**config.mk**
```make
export PLATFORM = sky130hd
export DESIGN_NAME = spq_cell
export DESIGN_NICKNAME = d
export VERILOG_FILES = /design/src/rtl/spq_pkg.sv /design/src/rtl/spq_cell.sv
export SDC_FILE = /design/constraint.sdc
export NUM_CORES = 1
export LEC_CHECK = 0
export BUFFER_PORTS_ARGS = -buffer_cell sky130_fd_sc_hd__buf_4
export CAP_MARGIN = 0
export CORE_MARGIN = 2
export CORE_UTILIZATION = 30
export CTS_BUF_LIST = sky130_fd_sc_hd__clkbuf_4 sky130_fd_sc_hd__clkbuf_8
export DETAILED_ROUTE_END_ITERATION = 8
export GPL_TIMING_DRIVEN = 0
export PLACE_DENSITY = 0.66
export SETUP_SLACK_MARGIN = 0.3
export SYNTH_ARGS = -nofsm -noshare
export SYNTH_HDL_FRONTEND = slang
export SYNTH_SLANG_ARGS = --single-unit
```
**constraint.sdc**
```tcl
create_clock -name clk_i -period 4.1 [get_ports clk_i]
set_input_delay 0.205 -clock clk_i [delete_from_list [all_inputs] [get_ports clk_i]]
set_output_delay 0.205 -clock clk_i [all_outputs]
set_load 0.05 [all_outputs]
```
**src/rtl/spq_pkg.sv**
```systemverilog
// ----------------------------------------------------------------------------
// spq_pkg
// Shared types and constants for the stable priority queue.
// ----------------------------------------------------------------------------
package spq_pkg;

  localparam int unsigned CAPACITY = 64;
  localparam int unsigned IDX_W    = (CAPACITY > 1) ? $clog2(CAPACITY) : 1;
  localparam int unsigned CNT_W    = $clog2(CAPACITY + 1);
  localparam int unsigned URG_W    = 16;
  localparam int unsigned PAY_W    = 32;
  localparam int unsigned OCC_W    = 7;

  typedef enum logic [1:0] {
    CMD_INSERT = 2'd0,
    CMD_REMOVE = 2'd1,
    CMD_CLEAR  = 2'd2
  } cmd_e;

  typedef enum logic [2:0] {
    ST_INSERTED = 3'd0,
    ST_REMOVED  = 3'd1,
    ST_EMPTY    = 3'd2,
    ST_FULL     = 3'd3,
    ST_CLEARED  = 3'd4
  } status_e;

  typedef struct packed {
    logic [URG_W-1:0] urgency;
    logic [PAY_W-1:0] payload;
  } entry_t;

  // Broadcast from the top level to every cell.
  typedef struct packed {
    logic             ins;    // qualified insert this cycle
    logic             rem;    // qualified remove this cycle
    logic [CNT_W-1:0] count;  // entries held before this word
    entry_t           ent;    // entry to insert
  } cell_ctrl_t;

endpackage

```
**src/rtl/spq_cell.sv**
```systemverilog
// ----------------------------------------------------------------------------
// spq_cell
// One slot of the sorted array; shifts right on insert, left on remove.
// ----------------------------------------------------------------------------
module spq_cell import spq_pkg::*; (
  input  logic             clk_i,
  input  logic [IDX_W-1:0] idx_i,        // slot position, tied off
  input  cell_ctrl_t       ctrl_i,
  input  entry_t           left_ent_i,   // neighbour towards the head
  input  logic             left_keep_i,
  input  entry_t           right_ent_i,  // neighbour towards the tail
  output entry_t           ent_o,
  output logic             keep_o        // stays put on this insert
);

  entry_t ent_q, ent_d;
  logic   occupied;

  assign occupied = CNT_W'(idx_i) < ctrl_i.count;
  // equal urgency stays ahead: new entry goes behind it
  assign keep_o   = occupied && (ent_q.urgency >= ctrl_i.ent.urgency);

  always_comb begin
    ent_d = ent_q;
    if (ctrl_i.ins && !keep_o) begin
      ent_d = left_keep_i ? ctrl_i.ent : left_ent_i;
    end else if (ctrl_i.rem) begin
      ent_d = right_ent_i;
    end
  end

  always_ff @(posedge clk_i) begin
    ent_q <= ent_d;
  end

  assign ent_o = ent_q;

endmodule

```
==> results of run 1 <==
cells in the mapped netlist:
cell and count:
a21o_1 2, buf_6 2, nand2_1 2, nand2b_1 2, o21ai_0 3, a41oi_2 1, nor2_1 5, o21ai_2 1
mux2_4 9, nand4_1 3, ha_1 21, edfxtp_1 48, mux2_1 1, and3_1 1, o311ai_1 1, or4_1 1
a21oi_1 5, inv_1 22, a211oi_1 1, a2111oi_0 1, nor2b_1 1, nor3_1 1, clkbuf_1 5, mux2_2 86
buf_2 3, o21a_1 1
kinds of logic after synthesis:
group / after synthesis / synth area share (%)
adder cells (fa/ha/maj): 21 / 8.33
buffers and inverters: 32 / 4.40
AO/OA/AOI/OAI: 16 / 3.57
flip-flops: 48 / 45.7
AND/OR/NAND/NOR: 16 / 2.62
multiplexers: 96 / 35.4
cell type report:
class	count	area (um^2)	area share [%]
plain buffers	10	56.3	1.13
clock buffers	5	68.8	1.39
clock inverters	2	7.51	0.151
inverters	22	82.6	1.66
multi-input cells	149	1580	31.8
flip-flops and latches	48	1440	29.0
well taps	136	170	3.42
repair buffers	208	1560	31.4
stage by stage:
step	total power, W	cell area [um^2]	utilization, %	worst slack, ns	instances
2_1_floorplan	0.00116	3160	-	0.781	229
3_3_place_gp	0.00144	4890	47.6	0.428	573
3_5_place_dp	0.00145	4890	47.6	0.403	573
4_1_cts	0.00173	4960	48.3	0.394	580
5_1_grt	0.00178	4970	48.3	0.674	580
6_report	0.00170	4970	48.3	0.888	580
metal layers:
| layer | vias up | GRT usage, % | share of wire (%) |
|---|---|---|---|
| met4 | 0 | 5.10 | 2.1 |
| met1 | 1233 | 16.8 | 39 |
| li1 | 1285 | - | - |
| met3 | 13 | 3.62 | 7.7 |
| met2 | 112 | 27.1 | 52 |
| met5 | - | 0 | 0 |
worst min path at each step:
stage | startpoint | endpoint | slack [ns]
2_1_floorplan | right_ent_i[7] | ent_o[7] | 0.41
3_3_place_gp | right_ent_i[46] | ent_o[46] | 0.51
3_5_place_dp | right_ent_i[42] | ent_o[42] | 0.51
4_1_cts | right_ent_i[27] | ent_o[27] | 0.19
5_1_grt | right_ent_i[20] | ent_o[20] | 0.19
6_report | right_ent_i[32] | ent_o[32] | 0.20
report_power, final:
part           switching (W)  internal [W]
combinational       0.000434      0.000334
clock               0.000160      0.000113
sequential         0.0000257      0.000636
total               0.000620       0.00108
cells in the final DEF (no fill, tap or decap), drive strengths merged, types with 2 or more instances in the layout:
master	count
clkinv	2
clkbuf	10
edfxtp	48
nor2	5
nand4	3
nand2b	2
nand2	2
a21oi	5
mux2	96
inv	22
ha	21
a21o	2
buf	213
o21ai	4
repair_timing:
action	CTS	global route
setup endpoints to repair	0	48
hold buffers	0	0
resized for setup	0	1
==> flow_summary.yaml, run 1 <==
status:
  outcome: "complete, no violations"
worst_setup_path:
  slowest_delay_ns: 0.53
  required_ns: 4.03
  path_cells: "inv_1 -> ha_1 -> nand2b_1 -> a2111oi_0 -> o311ai_1 -> a41oi_2 -> o21ai_2 -> buf_6 -> buf_6 -> nand2b_4"
  cp.depth: 10
  worst-path-max-fanout: 48
  ff2ff_path_depth: 10
  startpoint: "ent_o[32]"
  r2r_start: "ent_o[32]"
  crit_slowest_cell: "nand2b_4"
  worstSetupPathType: "reg -> reg"
  cp.arrival_ns: 3.15
  start_kind: "flop"
  end_kind: "flop"
  endpoint: "ent_o[17]"
  cp_top_family: "compound AO/OA/AOI/OAI gates"
  cp_common_cell: "buf_6"
  ff2ff_setup_slack_ns: 0.89
  r2r-end: "ent_o[17]"
  path_buf_inv: 3
sta:
  setup_viol: 0
  tns_ns: 0
  tightest_slew_ns: 0.695
  drv_slew: 0
  rsz0062_at_grt: "no"
  skew_ns: 0.00999
  min_period_ns: 3.21
  finalCritPeriodShare_pct: 78.4
  max_freq_mhz: 311
  whs_ns: 0.200
  relSlewSlack_pct: 53.7
  hold_viol: 0
routing:
  drtAntennaViolNets: 0
  drt-total-wl_um: 8590
  vias: 2643
  vias_per_cell: 4.56
  firstDrtPassIters: 4
  drcViolationCount: 0
  routedWlPerCell_um: 14.8
  drt_iter0_drc: 93
pwr:
  p_leak_nw: 2.33
  power.density_nw_per_um2: 343
  peakVddDrop_mv: 0.145
global_routing:
  antenna_found_initial: 0
  grt.total_usage_pct: 14.8
  grt_pass1_vias: 2777
  grt_remaining_overflow: 0
  grt_pass1_wl_um: 13200
  grt_max_degree: 49
cells_and_area:
  largest_reg_flops: 48
  n_antenna_cell: 0
  area_growth_pct: 57.6
  drive_above_1_share_pct: 71.2
  fin_nets: 626
  nFillCells: 947
placement:
  dp_hpwl_um: 6770
  io_buffers: 208
  routabilityCongestion: 0.753
clocking:
  clock-root-buffer: "clkbuf_8"
  clk-insertion-delay-late_ns: 0.30
  clock_path_buffers: 2
  cts_made_buffers: 5
  clkTransAtPathRegs_ns: 0.09
  cts_tree: "yes"
  htree_levels: 2
  cts_sinks: 48
  cts_setup_buffers: 0
logic_synthesis:
  syn_nets: 411
  synth_top_area_share_pct: 45.7
  postSynthCellCount: 229
  netlist-cell-type-count: 26
  synth.cell_area_um2: 3150
  yosys_warnings: 0
  syn_area_per_cell_um2: 13.8
  synth_area_leaders: "edfxtp_1 (46%), mux2_2 (31%), ha_1 (8.3%)"
  ys_seq_area_share_pct: 45.7
  yosys_register_bits: 48
  yosysTopAreaCell: "edfxtp_1"
worst_hold_path:
  min_path_cells: 2
  holdCritPathClass: "in -> reg"
floorplanning:
  dieArea_um2: 11300
  fp.coreArea_um2: 10300
  die_height_um: 107
  core.rowCount: 37
  io-pin-count: 210
  die_x_um: 107
  start_util_pct: 30.7
run:
  cap_violations: 0
(Power assumes the default switching activity.)
==> run 2: changes to the inputs <==
- clock period: 4.1 -> 3.25 ns (I/O delays scaled with it)
==> run 2 against run 1 <==
  * Critical path depth unchanged
  * Clock power up 54%
  * Worst hold slack worse by 0.040 ns
  * Critical path type unchanged
  * Total power up 32%
  * Sequential power up 26%
==> flow_summary.yaml, run 2 (synthesis results as in run 1) <==
global_routing:
  grt_remaining_overflow: 0
  grt_max_degree: 14
  antenna_found_initial: 0
  grt_pass1_wl_um: 14100
  grt.total_usage_pct: 15.9
  grt_pass1_vias: 2847
clocking:
  cts_setup_buffers: 0
  cts_tree: "yes"
  ctsHoldBuffers: 0
  cts_sinks: 48
  clk-insertion-delay-late_ns: 0.30
  cts_made_buffers: 5
  clock_path_buffers: 2
  clock-root-buffer: "clkbuf_8"
  htree_levels: 2
  clkTransAtPathRegs_ns: 0.09
floorplanning:
  die_x_um: 107
  start_util_pct: 30.7
  dieArea_um2: 11300
  core.rowCount: 37
  io-pin-count: 210
  fp.coreArea_um2: 10300
  die_height_um: 107
sta:
  drv_slew: 0
  skew_ns: 0.00873
  min_period_ns: 2.75
  setup_viol: 0
  hold_viol: 0
  finalCritPeriodShare_pct: 84.6
  max_freq_mhz: 364
  tightest_slew_ns: 0.673
  relSlewSlack_pct: 55.2
  fin_ws_ns: 0.499
  tns_ns: 0
  rsz0062_at_grt: "no"
routing:
  drtAntennaViolNets: 0
  drt-total-wl_um: 9160
  routedWlPerCell_um: 15.7
  vias_per_cell: 4.63
  vias: 2694
  firstDrtPassIters: 4
  drt_iter0_drc: 76
  drcViolationCount: 0
cells_and_area:
  largest_reg_flops: 48
  mostFrequentLayoutCell: "buf_4"
  fin_nets: 629
  final_cells: 582
  area_growth_pct: 60.2
  n_antenna_cell: 0
  drive_above_1_share_pct: 72.2
  mostFrequentLayoutCells: "buf_4 (208), mux2_2 (86), edfxtp_1 (48), inv_1 (22), ha_1 (21)"
  design_area_um2: 5050
pwr:
  power.density_nw_per_um2: 445
  p_leak_nw: 2.37
  peakVddDrop_mv: 0.178
run:
  cap_violations: 0
status:
  outcome: "complete, no violations"
worst_setup_path:
  cp.arrival_ns: 2.80
  crit_slowest_cell: "a2111oi_2"
  path_cells: "inv_1 -> ha_1 -> nand2b_1 -> a2111oi_2 -> o311ai_1 -> a41oi_2 -> o21ai_2 -> buf_6 -> buf_12 -> mux2_4"
  slowest_delay_ns: 0.41
  end_kind: "flop"
  cp_top_family: "compound AO/OA/AOI/OAI gates"
  path_buf_inv: 3
  worstSetupPathType: "reg -> reg"
  worst-path-max-fanout: 13
  required_ns: 3.30
  start_kind: "flop"
placement:
  placedCellCount: 573
  routabilityCongestion: 0.784
  pre_cts_ws_ns: 0.0392
  dpl_cell_area_um2: 4910
  io_buffers: 208
  dp_hpwl_um: 6970
worst_hold_path:
  holdCritPathClass: "in -> reg"
-- run 2: metal layers --
metal	track usage [%]	routed length, um	vias up
li1	-	-	1299
met1	18.4	3560	1264
met2	29.2	4730	118
met3	3.99	696	13
met4	4.17	161	0
met5	0	0	-
-- run 2: final timing paths --
kind	endpoint	depth (start not counted)	startpoint	slack, ns
worst max-delay path	ent_o[45]	10	ent_o[32]	0.50
worst min-delay path	ent_o[28]	2	right_ent_i[28]	0.16
worst max register to register	ent_o[45]	10	ent_o[32]	0.50
worst min register to register	ent_o[7]	5	ent_o[40]	1.32
-- run 2: what timing repair did --
| item | CTS | global route |
|---|---|---|
| gates resized for setup | 2 | 3 |
| hold endpoints to repair | 0 | 0 |
| cloned | 3 | 0 |
| endpoints found under the setup margin | 48 | 87 |
-- run 2: report_power, final --
group	leakage (nW)	total [W]	switching (W)	internal, W
logic	1.84	0.000996	0.000563	0.000433
clock network	0.0501	0.000421	0.000200	0.000221
registers	0.483	0.000834	0.0000328	0.000801
-- run 2: metrics by stage --
stage / total power, W / hold slack, ns / util (%)
final: 0.00225 / 0.160 / 49.2
after global routing: 0.00236 / 0.147 / 49.2
after CTS: 0.00229 / 0.145 / 49.1
after detailed placement: 0.00184 / 0.463 / 47.7
after global placement: 0.00182 / 0.460 / 47.7
after floorplan: 0.00147 / 0.366 / -
-- run 2: cell type report --
cell class / count / area, um^2
fill: 944 / 5230
multi-input combinational: 152 / 1630
timing repair buffer: 208 / 1560
sequential: 48 / 1440
tap: 136 / 170
inverter: 22 / 82.6
clock buffer: 5 / 68.8
buffer: 10 / 65.1
clock inverter: 1 / 30.0
==> run 3: changes to the inputs <==
- clock period: 3.25 -> 2.6 ns (I/O delays scaled with it)
==> run 3 against run 2 <==
  * The flow now finishes with violations (setup timing)
  * Worst setup slack lost 0.52 ns
  * Non-clock buffer count rose by 14
  * Sequential share of layout area fell by 1.5 points
  * Die area unchanged
  * Cell count rose by 2.4%
  * Largest power group unchanged
==> flow_summary.yaml, run 3 (synthesis results as in run 1) <==
placement:
  placedCellCount: 573
  pre_cts_ws_ns: -0.611
  io_buffers: 208
  routabilityCongestion: 0.784
  dp_hpwl_um: 6970
cells_and_area:
  area_growth_pct: 68.9
  mostFrequentLayoutCell: "buf_4"
  largest_reg_flops: 48
  fin_nets: 643
  final_cells: 596
  n_antenna_cell: 0
  drive_above_1_share_pct: 75.7
  mostFrequentLayoutCells: "buf_4 (221), mux2_2 (86), edfxtp_1 (48), inv_1 (22), ha_1 (16)"
worst_setup_path:
  cp.depth: 9
  worst-path-max-fanout: 13
  crit_slowest_cell: "or4_4"
  path_cells: "ha_1 -> nand4_1 -> nor2_1 -> or4_4 -> a41oi_4 -> o21ai_4 -> buf_6 -> buf_12 -> mux2_4"
  end_kind: "flop"
  slowest_delay_ns: 0.52
  start_kind: "flop"
  ff2ff_setup_slack_ns: -0.03
  cp.arrival_ns: 2.67
  ff2ff_path_depth: 9
  path_buf_inv: 2
  required_ns: 2.65
  worstSetupPathType: "reg -> reg"
  cp_top_family: "simple AND/OR/NAND/NOR gates"
sta:
  relSlewSlack_pct: 55.6
  rsz0062_at_grt: "yes"
  min_period_ns: 2.63
  tightest_slew_ns: 0.666
  fin_ws_ns: -0.0252
  skew_ns: 0.00762
  max_freq_mhz: 381
  finalCritPeriodShare_pct: 101
  hold_viol: 0
  drv_slew: 0
  setup_viol: 9
clocking:
  cts_tree: "yes"
  clk-insertion-delay-late_ns: 0.30
  clock_path_buffers: 2
  clock-root-buffer: "clkbuf_8"
  cts_sinks: 48
  cts_made_buffers: 5
  clkTransAtPathRegs_ns: 0.09
  htree_levels: 2
global_routing:
  grt_pass1_vias: 2900
  grt_max_degree: 14
  antenna_found_initial: 0
  grt_pass1_wl_um: 14400
  grt.total_usage_pct: 16.2
  grt_remaining_overflow: 0
pwr:
  p_switching_w: 0.00104
  seqPwrFrac_pct: 35.5
  sw_frac_of_total_pct: 35.3
  power.density_nw_per_um2: 555
  p_leak_nw: 2.47
  peakVddDrop_mv: 0.224
  combPwrFrac_pct: 46.7
  power.internal_w: 0.00191
  finalPower_w: 0.00295
  power.share.clock_pct: 17.9
worst_hold_path:
  holdCritPathClass: "in -> reg"
  min_path_cells: 2
status:
  outcome: "complete, but fails checks"
  violations: "setup timing"
floorplanning:
  fp.coreArea_um2: 10300
  io-pin-count: 210
  core.rowCount: 37
  start_util_pct: 30.7
  dieArea_um2: 11300
  die_height_um: 107
  die_x_um: 107
routing:
  vias_per_cell: 4.62
  drtAntennaViolNets: 0
  drt_iter0_drc: 59
  vias: 2752
  drt-total-wl_um: 9640
  routedWlPerCell_um: 16.2
  firstDrtPassIters: 4
  drcViolationCount: 0
run:
  cap_violations: 0
[run 3: cell types whose count changed in the layout (fill, tap and decap cells not counted), moves of 2 or more]
cell / previous run / this run
nor2_2: 0 / 2
ha_1: 21 / 16
buf_2: 3 / 0
buf_8: 0 / 3
ha_4: 0 / 5
nor2_1: 5 / 3
buf_4: 208 / 221
[run 3: layer usage]
| metal | share of wire, % | GRT usage, % | wire length [um] | up-vias |
|---|---|---|---|---|
| met3 | 7.2 | 4.11 | 693 | 13 |
| li1 | - | - | - | 1322 |
| met4 | 1.7 | 4.17 | 163 | 0 |
| met2 | 53 | 30.1 | 5080 | 116 |
| met5 | 0 | 0 | 0 | - |
| met1 | 38 | 18.3 | 3700 | 1301 |
[run 3: final timing paths]
path                                       from   endpoint
worst max register to register        ent_o[44]  ent_o[45]
worst min-delay path            right_ent_i[28]  ent_o[28]
worst min register to register        ent_o[41]  ent_o[47]
worst max-delay path                  ent_o[44]  ent_o[45]
[run 3: power groups by stage]
stage | Sequential, W | Clock [W] | Combinational [W]
after global placement | 0.00106 | 0 | 0.00122
after floorplan | 0.00145 | 0 | 0.000389
after CTS | 0.00105 | 0.000557 | 0.00134
final | 0.00105 | 0.000528 | 0.00138
after detailed placement | 0.00106 | 0 | 0.00123
after global routing | 0.00106 | 0.000575 | 0.00146
[run 3: area by class of cell]
type	instances	area, um^2
Timing Repair Buffer	222	1670
Buffer	10	95.1
Tap cell	136	170
Sequential cell	48	1440
Multi-Input combinational cell	152	1770
Clock inverter	1	30.0
Inverter	22	82.6
Clock buffer	5	68.8
Fill cell	933	4950
[run 3: repair_timing]
action / in CTS / in global routing
resized for setup: 22 / 10
endpoints found under the hold margin: 0 / 0
pin swaps: 5 / 5
buffers inserted: 11 / 3
hold buffers: 0 / 0
cloned: 3 / 0
endpoints found under the setup margin: 97 / 97
[run 3: worst register-to-register path: stages (launching register included)]
cell	delay, ns
edfxtp_1	0.40
ha_1	0.28
nand4_1	0.15
nor2_1	0.06
or4_4	0.52
a41oi_4	0.25
o21ai_4	0.10
buf_6	0.15
buf_12	0.16
mux2_4	0.31
[run 3: per-stage QoR]
stage          setup TNS (ns)  instance area (um^2)  hold slack (ns)  utilization (%)
6_report               -0.136                  5330            0.125             51.8
5_1_grt                 -8.82                  5330            0.115             51.8
4_1_cts                 -2.23                  5230            0.112             50.9
3_5_place_dp           -35.42                  4910            0.431             47.7
3_3_place_gp           -36.66                  4910            0.428             47.7
2_1_floorplan          -20.33                  3170            0.334                -
